[src/lsm_pkg.sv]
// ----------------------------------------------------------------------------
// Line substring matcher package
// Shared types, codes and helpers for the line matcher blocks.
// ----------------------------------------------------------------------------
package lsm_pkg;

  localparam int unsigned ByteW    = 8;
  localparam int unsigned PatBytes = 16;
  localparam int unsigned PatIdxW  = 4;
  localparam int unsigned LenW     = 5;
  localparam int unsigned CountW   = 32;
  localparam int unsigned CfgAddrW = 3;
  localparam int unsigned CfgDataW = 64;

  localparam logic [ByteW-1:0] NEWLINE = 8'd10;
  localparam logic [ByteW-1:0] UPPER_A = 8'd65;
  localparam logic [ByteW-1:0] UPPER_Z = 8'd90;
  localparam logic [ByteW-1:0] CASE_OFFSET = 8'd32;

  typedef enum logic [1:0] {
    KIND_LINE      = 2'd0,
    KIND_TOTAL     = 2'd1,
    KIND_NOT_FOUND = 2'd2
  } kind_e;

  typedef enum logic {
    ACT_TEXT = 1'b0,
    ACT_EOF  = 1'b1
  } action_e;

  typedef enum logic [CfgAddrW-1:0] {
    CFG_PAT_LOW    = 3'd0,
    CFG_PAT_HIGH   = 3'd1,
    CFG_PAT_LEN    = 3'd2,
    CFG_CASE_FOLD  = 3'd3,
    CFG_COUNT_MODE = 3'd4
  } cfg_addr_e;

  typedef struct packed {
    logic [PatBytes*ByteW-1:0] pattern;     // byte 0 in bits 7:0
    logic [LenW-1:0]           pat_len;
    logic                      case_fold;
    logic                      count_mode;
  } cfg_t;

  typedef struct packed {
    kind_e             kind;
    logic [CountW-1:0] line_index;
    logic [CountW-1:0] total;
    logic              last;
  } result_t;

  // Lower-case ASCII A-Z when folding is on
  function automatic logic [ByteW-1:0] fold(input logic [ByteW-1:0] c, input logic en);
    if (en && c >= UPPER_A && c <= UPPER_Z) begin
      return c + CASE_OFFSET;
    end
    return c;
  endfunction

  function automatic logic [CountW-1:0] sat_inc(input logic [CountW-1:0] v);
    return (v == '1) ? v : v + CountW'(1);
  endfunction

endpackage

[src/line_substring_matcher_unit.sv]
// ----------------------------------------------------------------------------
// Line substring matcher
// Fixed-string search over newline-separated lines of a byte stream.
// ----------------------------------------------------------------------------
// Text enters on the s_axis channel, one byte per transaction; tuser high
// marks end of file (tdata is then ignored). Reports leave on m_axis: tuser
// is the report kind (matching line, total count, not found), tdata holds
// the line number and the running match total, tlast marks the last report
// caused by one input transaction (each input causes at most one report).
// The config channel writes pattern bytes, length, case folding and count
// mode; write it only while the stream is idle.
// Each byte is handled as it is accepted: the window compare runs in parallel
// between the state registers and the output register, so a report is
// registered in the output register (or in the skid entry while m_axis stalls)
// and the block takes one byte every cycle while s_axis_tready_o is high.
// A result register plus one skid entry buffer reports; s_axis_tready_o
// drops only when both hold a report, i.e. after the receiver has stalled
// with a further report pending.
// Reset clears line and match state, the window fill count and all config registers. End
// of file returns the stream state to reset values; config is kept.
// ----------------------------------------------------------------------------
module line_substring_matcher_unit #(
  parameter int unsigned PATTERN_MAX = 16
) (
  input  logic                          clk_i,
  input  logic                          rst_ni,
  input  logic                          s_axis_tvalid_i,
  output logic                          s_axis_tready_o,
  input  logic [7:0]                    s_axis_tdata_i,   // [7:0] data_byte
  input  logic                          s_axis_tuser_i,   // [0] action
  output logic                          m_axis_tvalid_o,
  input  logic                          m_axis_tready_i,
  output logic [63:0]                   m_axis_tdata_o,   // [31:0] line_index, [63:32] total_matches
  output logic [1:0]                    m_axis_tuser_o,   // [1:0] report_kind
  output logic                          m_axis_tlast_o,
  input  logic                          cfg_valid_i,
  output logic                          cfg_ready_o,
  input  logic [lsm_pkg::CfgAddrW-1:0]  cfg_addr_i,
  input  logic [lsm_pkg::CfgDataW-1:0]  cfg_data_i
);

  lsm_pkg::cfg_t    cfg;
  lsm_pkg::result_t res;
  logic             res_valid;
  logic             space;
  logic             in_acc, is_eof, is_nl, is_push;
  logic             win_hit, empty_pat, line_hit, do_end;
  logic             line_open_q, line_open_d;
  logic             lhm_q, lhm_d;
  logic [lsm_pkg::CountW-1:0] line_cnt_q, line_cnt_d, line_cnt_inc;
  logic [lsm_pkg::CountW-1:0] match_q, match_d, match_inc, match_after;

  lsm_cfg u_cfg (
    .clk_i       (clk_i),
    .rst_ni      (rst_ni),
    .cfg_valid_i (cfg_valid_i),
    .cfg_ready_o (cfg_ready_o),
    .cfg_addr_i  (cfg_addr_i),
    .cfg_data_i  (cfg_data_i),
    .cfg_o       (cfg)
  );

  assign s_axis_tready_o = space;
  assign in_acc  = s_axis_tvalid_i && s_axis_tready_o;
  assign is_eof  = in_acc && (lsm_pkg::action_e'(s_axis_tuser_i) == lsm_pkg::ACT_EOF);
  assign is_nl   = in_acc && (lsm_pkg::action_e'(s_axis_tuser_i) == lsm_pkg::ACT_TEXT) &&
                   (s_axis_tdata_i == lsm_pkg::NEWLINE);
  assign is_push = in_acc && (lsm_pkg::action_e'(s_axis_tuser_i) == lsm_pkg::ACT_TEXT) &&
                   (s_axis_tdata_i != lsm_pkg::NEWLINE);

  lsm_window #(
    .PatternMax (PATTERN_MAX)
  ) u_window (
    .clk_i       (clk_i),
    .rst_ni      (rst_ni),
    .cfg_i       (cfg),
    .push_i      (is_push),
    .clear_i     (is_nl || is_eof),
    .byte_i      (s_axis_tdata_i),
    .hit_o       (win_hit),
    .empty_pat_o (empty_pat)
  );

  assign line_hit     = lhm_q || empty_pat;
  assign line_cnt_inc = lsm_pkg::sat_inc(line_cnt_q);
  assign match_inc    = line_hit ? lsm_pkg::sat_inc(match_q) : match_q;
  assign do_end       = is_nl || (is_eof && line_open_q);
  assign match_after  = do_end ? match_inc : match_q;

  // Report for this transaction
  always_comb begin
    res_valid      = 1'b0;
    res.kind       = lsm_pkg::KIND_LINE;
    res.line_index = line_cnt_inc;
    res.total      = match_inc;
    res.last       = 1'b1;
    if (is_nl) begin
      res_valid = line_hit && !cfg.count_mode;
    end else if (is_eof) begin
      if (cfg.count_mode) begin
        res_valid      = 1'b1;
        res.kind       = lsm_pkg::KIND_TOTAL;
        res.line_index = '0;
        res.total      = match_after;
      end else if (match_after == '0) begin
        res_valid      = 1'b1;
        res.kind       = lsm_pkg::KIND_NOT_FOUND;
        res.line_index = '0;
        res.total      = '0;
      end else begin
        // unterminated last line that matched
        res_valid = line_open_q && line_hit;
      end
    end
  end

  always_comb begin
    line_open_d = line_open_q;
    lhm_d       = lhm_q;
    line_cnt_d  = line_cnt_q;
    match_d     = match_q;
    if (is_push) begin
      line_open_d = 1'b1;
      if (win_hit) begin
        lhm_d = 1'b1;
      end
    end else if (is_nl) begin
      line_open_d = 1'b0;
      lhm_d       = 1'b0;
      line_cnt_d  = line_cnt_inc;
      match_d     = match_inc;
    end else if (is_eof) begin
      line_open_d = 1'b0;
      lhm_d       = 1'b0;
      line_cnt_d  = '0;
      match_d     = '0;
    end
  end

  always_ff @(posedge clk_i or negedge rst_ni) begin
    if (!rst_ni) begin
      line_open_q <= 1'b0;
      lhm_q       <= 1'b0;
      line_cnt_q  <= '0;
      match_q     <= '0;
    end else begin
      line_open_q <= line_open_d;
      lhm_q       <= lhm_d;
      line_cnt_q  <= line_cnt_d;
      match_q     <= match_d;
    end
  end

  lsm_out u_out (
    .clk_i           (clk_i),
    .rst_ni          (rst_ni),
    .push_i          (res_valid),
    .res_i           (res),
    .space_o         (space),
    .m_axis_tvalid_o (m_axis_tvalid_o),
    .m_axis_tready_i (m_axis_tready_i),
    .m_axis_tdata_o  (m_axis_tdata_o),
    .m_axis_tuser_o  (m_axis_tuser_o),
    .m_axis_tlast_o  (m_axis_tlast_o)
  );

`ifndef SYNTHESIS
  a_block_needs_pending: assert property (@(posedge clk_i) disable iff (!rst_ni)
    !s_axis_tready_o |-> m_axis_tvalid_o)
    else $error("input blocked with no report pending");

  a_match_le_lines: assert property (@(posedge clk_i) disable iff (!rst_ni)
    match_q <= line_cnt_q)
    else $error("match count exceeds line count");

  a_line_report_nonzero: assert property (@(posedge clk_i) disable iff (!rst_ni)
    (m_axis_tvalid_o && m_axis_tuser_o == lsm_pkg::KIND_LINE) |->
      (m_axis_tdata_o[31:0] != '0 && m_axis_tdata_o[63:32] != '0))
    else $error("line report with zero line number or total");

  a_eof_clears: assert property (@(posedge clk_i) disable iff (!rst_ni)
    is_eof |=> (line_cnt_q == '0 && match_q == '0 && !line_open_q))
    else $error("stream state not cleared after end of file");
`endif

endmodule

[src/lsm_cfg.sv]
// ----------------------------------------------------------------------------
// Line matcher configuration registers
// Holds pattern, length and mode bits written over the config channel.
// ----------------------------------------------------------------------------
module lsm_cfg (
  input  logic                          clk_i,
  input  logic                          rst_ni,
  input  logic                          cfg_valid_i,
  output logic                          cfg_ready_o,
  input  logic [lsm_pkg::CfgAddrW-1:0]  cfg_addr_i,
  input  logic [lsm_pkg::CfgDataW-1:0]  cfg_data_i,
  output lsm_pkg::cfg_t                 cfg_o
);

  lsm_pkg::cfg_t cfg_q, cfg_d;

  assign cfg_ready_o = 1'b1;

  always_comb begin
    cfg_d = cfg_q;
    if (cfg_valid_i) begin
      unique case (lsm_pkg::cfg_addr_e'(cfg_addr_i))
        lsm_pkg::CFG_PAT_LOW:    cfg_d.pattern[63:0]   = cfg_data_i;
        lsm_pkg::CFG_PAT_HIGH:   cfg_d.pattern[127:64] = cfg_data_i;
        lsm_pkg::CFG_PAT_LEN:    cfg_d.pat_len = cfg_data_i[lsm_pkg::LenW-1:0];
        lsm_pkg::CFG_CASE_FOLD:  cfg_d.case_fold = cfg_data_i[0];
        lsm_pkg::CFG_COUNT_MODE: cfg_d.count_mode = cfg_data_i[0];
        default: ;  // unmapped index: drop the transaction
      endcase
    end
  end

  always_ff @(posedge clk_i or negedge rst_ni) begin
    if (!rst_ni) begin
      cfg_q <= '0;
    end else begin
      cfg_q <= cfg_d;
    end
  end

  assign cfg_o = cfg_q;

endmodule

[src/lsm_window.sv]
// ----------------------------------------------------------------------------
// Line matcher window
// Shift register of recent line bytes and parallel compare against pattern.
// ----------------------------------------------------------------------------
module lsm_window #(
  parameter int unsigned PatternMax = 16
) (
  input  logic                      clk_i,
  input  logic                      rst_ni,
  input  lsm_pkg::cfg_t             cfg_i,
  input  logic                      push_i,
  input  logic                      clear_i,
  input  logic [lsm_pkg::ByteW-1:0] byte_i,
  output logic                      hit_o,
  output logic                      empty_pat_o
);

  localparam int unsigned CntW = $clog2(PatternMax + 1);

  logic [lsm_pkg::ByteW-1:0] win_q [PatternMax];
  logic [lsm_pkg::ByteW-1:0] win_d [PatternMax];
  logic [lsm_pkg::ByteW-1:0] pat   [lsm_pkg::PatBytes];
  logic [CntW-1:0]           cnt_q, cnt_d;
  logic [lsm_pkg::LenW-1:0]  used_len;
  logic [PatternMax-1:0]     pos_ok;

  assign used_len = (cfg_i.pat_len > lsm_pkg::LenW'(PatternMax)) ?
                    lsm_pkg::LenW'(PatternMax) : cfg_i.pat_len;
  assign empty_pat_o = (used_len == '0);

  always_comb begin
    for (int i = 0; i < lsm_pkg::PatBytes; i++) begin
      pat[i] = cfg_i.pattern[i*lsm_pkg::ByteW +: lsm_pkg::ByteW];
    end
  end

  // Window after this byte: newest at position 0
  always_comb begin
    win_d[0] = byte_i;
    for (int k = 1; k < PatternMax; k++) begin
      win_d[k] = win_q[k-1];
    end
    cnt_d = (cnt_q == CntW'(PatternMax)) ? cnt_q : cnt_q + CntW'(1);
  end

  // Position j pairs with pattern byte used_len-1-j
  always_comb begin
    logic [lsm_pkg::LenW-1:0] p;
    for (int j = 0; j < PatternMax; j++) begin
      p = used_len - lsm_pkg::LenW'(1) - lsm_pkg::LenW'(j);
      pos_ok[j] = (lsm_pkg::LenW'(j) >= used_len) ||
                  (lsm_pkg::fold(win_d[j], cfg_i.case_fold) ==
                   lsm_pkg::fold(pat[p[lsm_pkg::PatIdxW-1:0]], cfg_i.case_fold));
    end
  end

  assign hit_o = (&pos_ok) && (lsm_pkg::LenW'(cnt_d) >= used_len);

  always_ff @(posedge clk_i) begin
    if (push_i) begin
      win_q <= win_d;
    end
  end

  always_ff @(posedge clk_i or negedge rst_ni) begin
    if (!rst_ni) begin
      cnt_q <= '0;
    end else if (clear_i) begin
      cnt_q <= '0;
    end else if (push_i) begin
      cnt_q <= cnt_d;
    end
  end

endmodule

[src/lsm_out.sv]
// ----------------------------------------------------------------------------
// Line matcher output stage
// Result register with a skid entry so input keeps flowing during a stall until the skid entry is full.
// ----------------------------------------------------------------------------
module lsm_out (
  input  logic                        clk_i,
  input  logic                        rst_ni,
  input  logic                        push_i,
  input  lsm_pkg::result_t            res_i,
  output logic                        space_o,
  output logic                        m_axis_tvalid_o,
  input  logic                        m_axis_tready_i,
  output logic [2*lsm_pkg::CountW-1:0] m_axis_tdata_o,
  output logic [1:0]                  m_axis_tuser_o,
  output logic                        m_axis_tlast_o
);

  lsm_pkg::result_t out_q, skid_q;
  logic             out_valid_q, skid_valid_q;
  logic             pop;

  assign pop     = out_valid_q && m_axis_tready_i;
  assign space_o = !skid_valid_q;

  always_ff @(posedge clk_i or negedge rst_ni) begin
    if (!rst_ni) begin
      out_valid_q  <= 1'b0;
      skid_valid_q <= 1'b0;
    end else if (skid_valid_q) begin
      if (pop) begin
        skid_valid_q <= 1'b0;
      end
    end else if (!out_valid_q || pop) begin
      out_valid_q <= push_i;
    end else if (push_i) begin
      skid_valid_q <= 1'b1;
    end
  end

  always_ff @(posedge clk_i) begin
    if (skid_valid_q) begin
      if (pop) begin
        out_q <= skid_q;
      end
    end else if (!out_valid_q || pop) begin
      if (push_i) begin
        out_q <= res_i;
      end
    end else if (push_i) begin
      skid_q <= res_i;
    end
  end

  assign m_axis_tvalid_o = out_valid_q;
  assign m_axis_tdata_o  = {out_q.total, out_q.line_index};
  assign m_axis_tuser_o  = out_q.kind;
  assign m_axis_tlast_o  = out_q.last;

endmodule
[config.mk]
export PLATFORM = sky130hd
export DESIGN_NAME = line_substring_matcher_unit
export DESIGN_NICKNAME = d
export VERILOG_FILES = /design/src/lsm_pkg.sv /design/src/line_substring_matcher_unit.sv /design/src/lsm_cfg.sv /design/src/lsm_window.sv /design/src/lsm_out.sv
export SDC_FILE = /design/constraint.sdc
export NUM_CORES = 1
export LEC_CHECK = 0
export ABC_CLOCK_PERIOD_IN_PS = 27100
export BUFFER_PORTS_ARGS = -buffer_cell sky130_fd_sc_hd__buf_2
export CORE_AREA = 2 2 216 218
export DETAILED_ROUTE_END_ITERATION = 12
export DIE_AREA = 0 0 218 220
export GPL_TIMING_DRIVEN = 0
export PLACE_DENSITY_LB_ADDON = 0.12
export SYNTH_ARGS = -nofsm -noshare
export SYNTH_HDL_FRONTEND = slang
export SYNTH_SLANG_ARGS = --single-unit
export TNS_END_PERCENT = 20
[constraint.sdc]
create_clock -name clk_i -period 27.1 [get_ports clk_i]
set_input_delay 4.065 -clock clk_i [delete_from_list [all_inputs] [get_ports clk_i]]
set_output_delay 4.065 -clock clk_i [all_outputs]
set_load 0.05 [all_outputs]
**Yosys cells after proc, flatten, opt, wreduce, memory -nomap -nowiden**

Cells that the tools add are included.

- Bits in registers: 461
- Output and inout bits: 70

- Add/subtract/negate cells: 51
- Magnitude comparators: 98
- Equality and inequality tests: 27
- Mux-type cells: 176
- Bitwise operators: 20
- Reductions and logical operators: 116

Operators by type and width:

| cell | count |
|---|---|
| two-way mux 8 bit | 96 |
| binary-select mux 8 bit (select 4 bit) | 16 |
| two-way mux 67 bit | 4 |
| two-way mux 66 bit | 4 |
| adder 8 x 6 -> 8 bit, second input constant | 32 |
| greater-or-equal comparator 8 x 7 -> 1 bit, second input constant | 32 |
| less-or-equal comparator 8 x 7 -> 1 bit, second input constant | 32 |
| two-way mux 32 bit | 7 |
| equality test 8 bit | 16 |
| greater-or-equal comparator 5 bit, second input constant | 16 |
| NOT 4 -> 5 bit | 16 |
| logical AND 1 bit | 74 |
| adder 32 x 1 -> 32 bit, second input constant | 2 |
| equality test 32 bit, second input constant | 2 |
| two-way mux 1 bit | 45 |
| greater-or-equal comparator 4 x 5 -> 1 bit, first input constant | 8 |
| logical NOT 32 bit | 1 |
| subtractor 4 bit, second input constant | 8 |
| greater-or-equal comparator 3 x 5 -> 1 bit, first input constant | 4 |
| logical OR 1 bit | 20 |
| two-way mux 5 bit | 4 |
| AND reduction 16 bit | 1 |
| AND reduction 2 bit | 8 |
| subtractor 4 x 3 -> 4 bit, second input constant | 4 |
| 22 further kinds | 36 |

**Depth between registers and ports, before layout**

- Depth in word-level cells: 19
- Depth in mapped cells: 23

**By module**

A second synthesis with hierarchy kept.

- Cells, all modules: 3217
- Area, all modules: 33871.2 um2

Modules (own cells, without submodules):

| module | times used | cells each | area an instance (um2) | seq. area each (um2) |
|---|---|---|---|---|
| lsm_window | 1 | 1936 | 17200.2 | 3728.6 |
| line_substring_matcher_unit | 1 | 770 | 5700.5 | 1651.6 |
| lsm_cfg | 1 | 291 | 5688.0 | 3378.2 |
| lsm_out | 1 | 220 | 5282.6 | 4073.9 |

**Worst setup path after synthesis**

Ideal clock, no wire load.

- Path type: in2reg
- Start: input s_axis_tvalid_i
- End: register lhm_q
- Library setup time: 0.103 ns
- Arrival time: 14.197 ns
- Required time: 26.997 ns
- Path slack: 12.799 ns
- Stages: 6
- Cell sequence: nand2_1 > nor3_1 > o21ai_0 > nor2_1 > o2111ai_1 > o41ai_2

- Cells in the longest elaborated chain, start to end: 5
- Elaborated cells between the ends (all ways): 10
- Those cells by class: 1 x eq/ne; 2 x mux; 7 x reduce/logical

Ends and longest elaborated chain:

| item | line | RTL |
|---|---|---|
| start: declaration | line_substring_matcher_unit.sv:27 | `input logic s_axis_tvalid_i,` |
| logical AND 1 bit (*) | line_substring_matcher_unit.sv:64 | `assign in_acc = s_axis_tvalid_i && s_axis_tready_o;` |
| logical AND 1 bit (*) (2 in series) | line_substring_matcher_unit.sv:68 | `assign is_push = in_acc && (lsm_pkg::action_e'(s_axis_tuser_i) == lsm_pkg::ACT_TEXT) &&` |
| via is_push | line_substring_matcher_unit.sv:46 | `logic in_acc, is_eof, is_nl, is_push;` |
| inequality test 2 x 1 -> 1 bit (no source line) / nonzero test 3 bit (equally long branches) | -- |  |
| AND reduction 2 bit (no source line) | -- |  |
| end signal: assignment | line_substring_matcher_unit.sv:148 | `lhm_q <= lhm_d;` |
| end: declaration | line_substring_matcher_unit.sv:49 | `logic lhm_q, lhm_d;` |

Mark *: on every way through the listed nets, which the timed path passes. The rest lies on a longest branch.
A chain may end at the register's enable or synchronous reset.

**Worst setup path after layout**

- Start: input s_axis_tdata_i[0]
- End: register u_out.skid_q[6] (netlist name) (enable)

- Cells in the longest elaborated chain, start to end: 10

Ends and longest elaborated chain:

| item | line | RTL |
|---|---|---|
| start: declaration | line_substring_matcher_unit.sv:29 | `input logic [7:0] s_axis_tdata_i,` |
| equality test 8 x 4 -> 1 bit (*) | line_substring_matcher_unit.sv:67 | `(s_axis_tdata_i == lsm_pkg::NEWLINE);` |
| logical AND 1 bit (*) | line_substring_matcher_unit.sv:66 | `assign is_nl = in_acc && (lsm_pkg::action_e'(s_axis_tuser_i) == lsm_pkg::ACT_TEXT) &&` |
| logical OR 1 bit | line_substring_matcher_unit.sv:87 | `assign do_end = is_nl \|\| (is_eof && line_open_q);` |
| two-way mux 32 bit | line_substring_matcher_unit.sv:88 | `assign match_after = do_end ? match_inc : match_q;` |
| logical NOT 32 bit | line_substring_matcher_unit.sv:105 | `end else if (match_after == '0) begin` |
| two-way mux 1 bit | line_substring_matcher_unit.sv:105 |  |
| two-way mux 1 bit | line_substring_matcher_unit.sv:100 | `if (cfg.count_mode) begin` |
| two-way mux 1 bit | line_substring_matcher_unit.sv:99 | `end else if (is_eof) begin` |
| two-way mux 1 bit (*) | line_substring_matcher_unit.sv:97 | `if (is_nl) begin` |
| AND reduction 3 bit (no source line) (*) | -- |  |
| end signal: assignment | lsm_out.sv:50 | `skid_q <= res_i;` |
| end: declaration | lsm_out.sv:18 | `lsm_pkg::result_t out_q, skid_q;` |

Every way passes the cells marked *; elsewhere a longest branch is shown, timed or not.

==> summary.md <==
| Metric | Value |
|---|---|
| Status | `complete, no violations` |
| Setup violators final | `0` |
| Resized cells post-CTS | `0` |
| Final TNS setup | `0 ns` |
| Largest net degree at the start of global routing | `between 100 and 150` |
| Register area share after synthesis | `41.6%` |
| Htree depth | `2` |
| CP startpoint kind | `input port` |
| Yosys cell types | `99` |
| Final period utilization | `33.0%` |
| Synthesized area | `around 31000 µm²` |
| Critical path endpoint category | `register` |
| Synth cell count leaders | `307 x mux2i_1, 257 x nand2_1, 252 x edfxtp_1` |
| CP Data Required Time | `27.40 ns` |
| DRT iter0 DRCs | `3860` |
| Layout overhead on the synthesized area | `11.5%` |
| Clock Skew | `0.0349 ns` |
| Top cell type's share of synthesized area | `24.6%` |
| Chip width | `approximately 220 µm` |
| First-pass GRT wire length | `162000 µm` |
| Share of cells above drive strength 1 | `20.9%` |
| CTS clk-pin slew, worst paths | `~0.070 ns` |
| Top_reg_cell synth | `edfxtp_1` |
| Grt ovf | `0` |
| Initial antenna violation count | `14` |
| CTS tree | `built` |
| Die H | `220 µm` |
| Actual slew at the worst max-slew pin | `1.13 ns` |
| HP Class | `register to register` |
| Worst-skew pair later-pin latency | `0.64 ns` |
| Synth area leader | `edfxtp_1` |
| WL/cell | `30.2 µm` |
| Ranking of synthesized cells by area | `edfxtp_1 25%, dfrtp_1 17%, mux2i_1 10%, mux4_2 7.6%, mux2_2 6.4%` |
| Vias | `26200` |
| Starting Density | `67.0%` |
| Leakage | `13.6 nW` |
| Min Tclk post-route | `between 8 and 9 ns` |
| Seq. cell area | `12800 µm²` |
| Synth Register Bits | `460` |
| Rows | `79` |
| Synth Warn # | `0` |
| Slew margin rel. | `22.2%` |
| CTS Buf Count | `49` |
| Routed Antenna Nets | `0` |
| Syn avg cell area | `around 11 µm²` |
| Vias in the first global route | `26000` |
| Max Fclk | `112 MHz` |
| Post-synth ARST share | `~45%` |
| Worst-path maximum fanout | `34` |
| Total power | `4.05 mW` |
| Post-synth EDFFs | `252` |
| GRT Total Usage | `a little under half` |
| Layout Nets | `3108` |
| CTS Hold Bufs | `0` |
| WP data arrival | `9.24 ns` |
| Clk buf depth | `3` |
| Synth Instances | `2769` |
| Peak VDD IR | `147 µV` |
| Area of the multi-input gates | `17000 µm²` |
| Routed vias/inst | `7.22` |
| Routability congestion estimate | `1.10` |
| DRT Pass-1 Iters | `6` |
| Core area | `45900 µm²` |
| Final HPWL DP | `82500 µm` |
| I/O pin cnt | `151` |
| Final Hold Vio Count | `0` |
| Input/output buffers | `147` |
| CTS sink cnt | `460` |
| Max Cap Viol | `0` |
| DRC | `0` |
| Layout fillers | `2887` |
| Die ar. | `48000 µm²` |
| Number of max-slew violations in the final report | `0` |
| WS Path Type | `input port to register` |
| Count leader, synth | `mux2i_1` |
| Drt total wl | `110000 µm` |
| RSZ-0062 raised after global routing | `no` |
| Setup bufs post-CTS | `0` |
| Power per Cell Area | `around 120 nW/µm²` |
| Root Driver | `clkbuf_16` |
==> registers in the layout, summed over array words and instances, names as in the netlist <==
register,cells
u_out.m_axis_tvalid_o,1
u_out.m_axis_tdata_o,64
u_window.cnt_q,5
u_out.skid_valid_q,1
line_open_q,1
line_cnt_q,32
lhm_q,1
u_out.m_axis_tuser_o,2
u_out.skid_q,66
u_cfg.cfg_o,135
match_q,32
u_window.win_d,120
==> critical path: stages <==
cell	delay [ns]
buf_2	0.13
or3_1	0.43
nor4_2	0.44
o21a_1	0.37
nand2_1	0.11
nor4_2	0.56
o2111a_1	0.29
o21ai_0	0.07
or4_1	0.55
or4_1	0.62
nand2_1	0.14
o21ai_1	0.24
nor2_4	0.87
buf_12	0.30
==> final timing paths <==
kind                            depth (start not counted)               from  slack (ns)         endpoint
worst min register to register                          1        line_open_q        0.50      line_open_q
max in group asynchronous                               2             rst_ni       22.48       match_q[3]
worst min-delay path                                    1        line_open_q        0.50      line_open_q
worst max-delay path                                   14  s_axis_tdata_i[0]       18.17  u_out.skid_q[6]
worst max register to register                         22     u_cfg.cfg_o[6]       19.68            lhm_q
min in group asynchronous                               1             rst_ni        3.46  u_cfg.cfg_o[31]
==> metrics by stage <==
step / utilization [%] / instances / instance area (µm²) / setup slack [ns] / hold slack (ns)
final: 74.6 / 3632 / 34200 / 18.17 / 0.495
after global routing: 74.6 / 3629 / 34200 / 17.98 / 0.504
after floorplan: - / 2770 / 30700 / 12.80 / 0.441
after CTS: 74.6 / 3627 / 34200 / 18.26 / 0.488
after detailed placement: 70.8 / 3538 / 32500 / 17.67 / 0.471
after global placement: 70.2 / 3524 / 32200 / 8.44 / 0.458
==> layout make-up <==
type	count	share of cell area [%]
Antenna cell	5	0.0365
Buffer	163	2.54
Multi-Input combinational cell	2115	49.6
Inverter	32	0.373
Tap cell	607	2.22
Clock inverter	27	1.30
Clock buffer	62	3.87
Sequential cell	460	37.3
Timing Repair Buffer	161	2.79
==> where the power goes <==
part	internal (mW)	switching [mW]
clock network	0.445	0.303
logic	0.864	1.46
registers	0.875	0.0965
==> logic make-up (layout without fill, tap and decap cells) <==
group,count (synthesis),after routing,synth area share (%)
other,1,7,0.0122
muxes,587,587,24.1
AOI/OAI and AO/OA,472,472,10.2
buffers and inverters,195,445,3.24
DFF,460,460,41.6
and+or+nand+nor,785,785,12.3
xor gates and xnor gates,223,223,6.71
adders and majority gates,46,46,1.87
==> cell usage in the layout, fill, tap and decap left out, types with 66 or more instances in the layout <==
| cell | instances |
|---|---|
| a21oi_1 | 67 |
| buf_2 | 180 |
| clkbuf_1 | 87 |
| dfrtp_1 | 208 |
| edfxtp_1 | 252 |
| mux2_2 | 175 |
| mux2i_1 | 307 |
| mux4_2 | 104 |
| nand2_1 | 257 |
| nand3_1 | 66 |
| nor2_1 | 189 |
| o21ai_0 | 150 |
| xnor2_1 | 138 |
| xor2_1 | 78 |
==> layer usage <==
layer	vias up	global-route usage [%]	wire, µm
li1	10900	-	-
met1	12800	54.2	38400
met2	1919	75.0	51600
met3	510	9.68	11000
met4	18	31.2	8740
met5	-	0	136
Note: power is estimated with default switching activity, not from simulation.
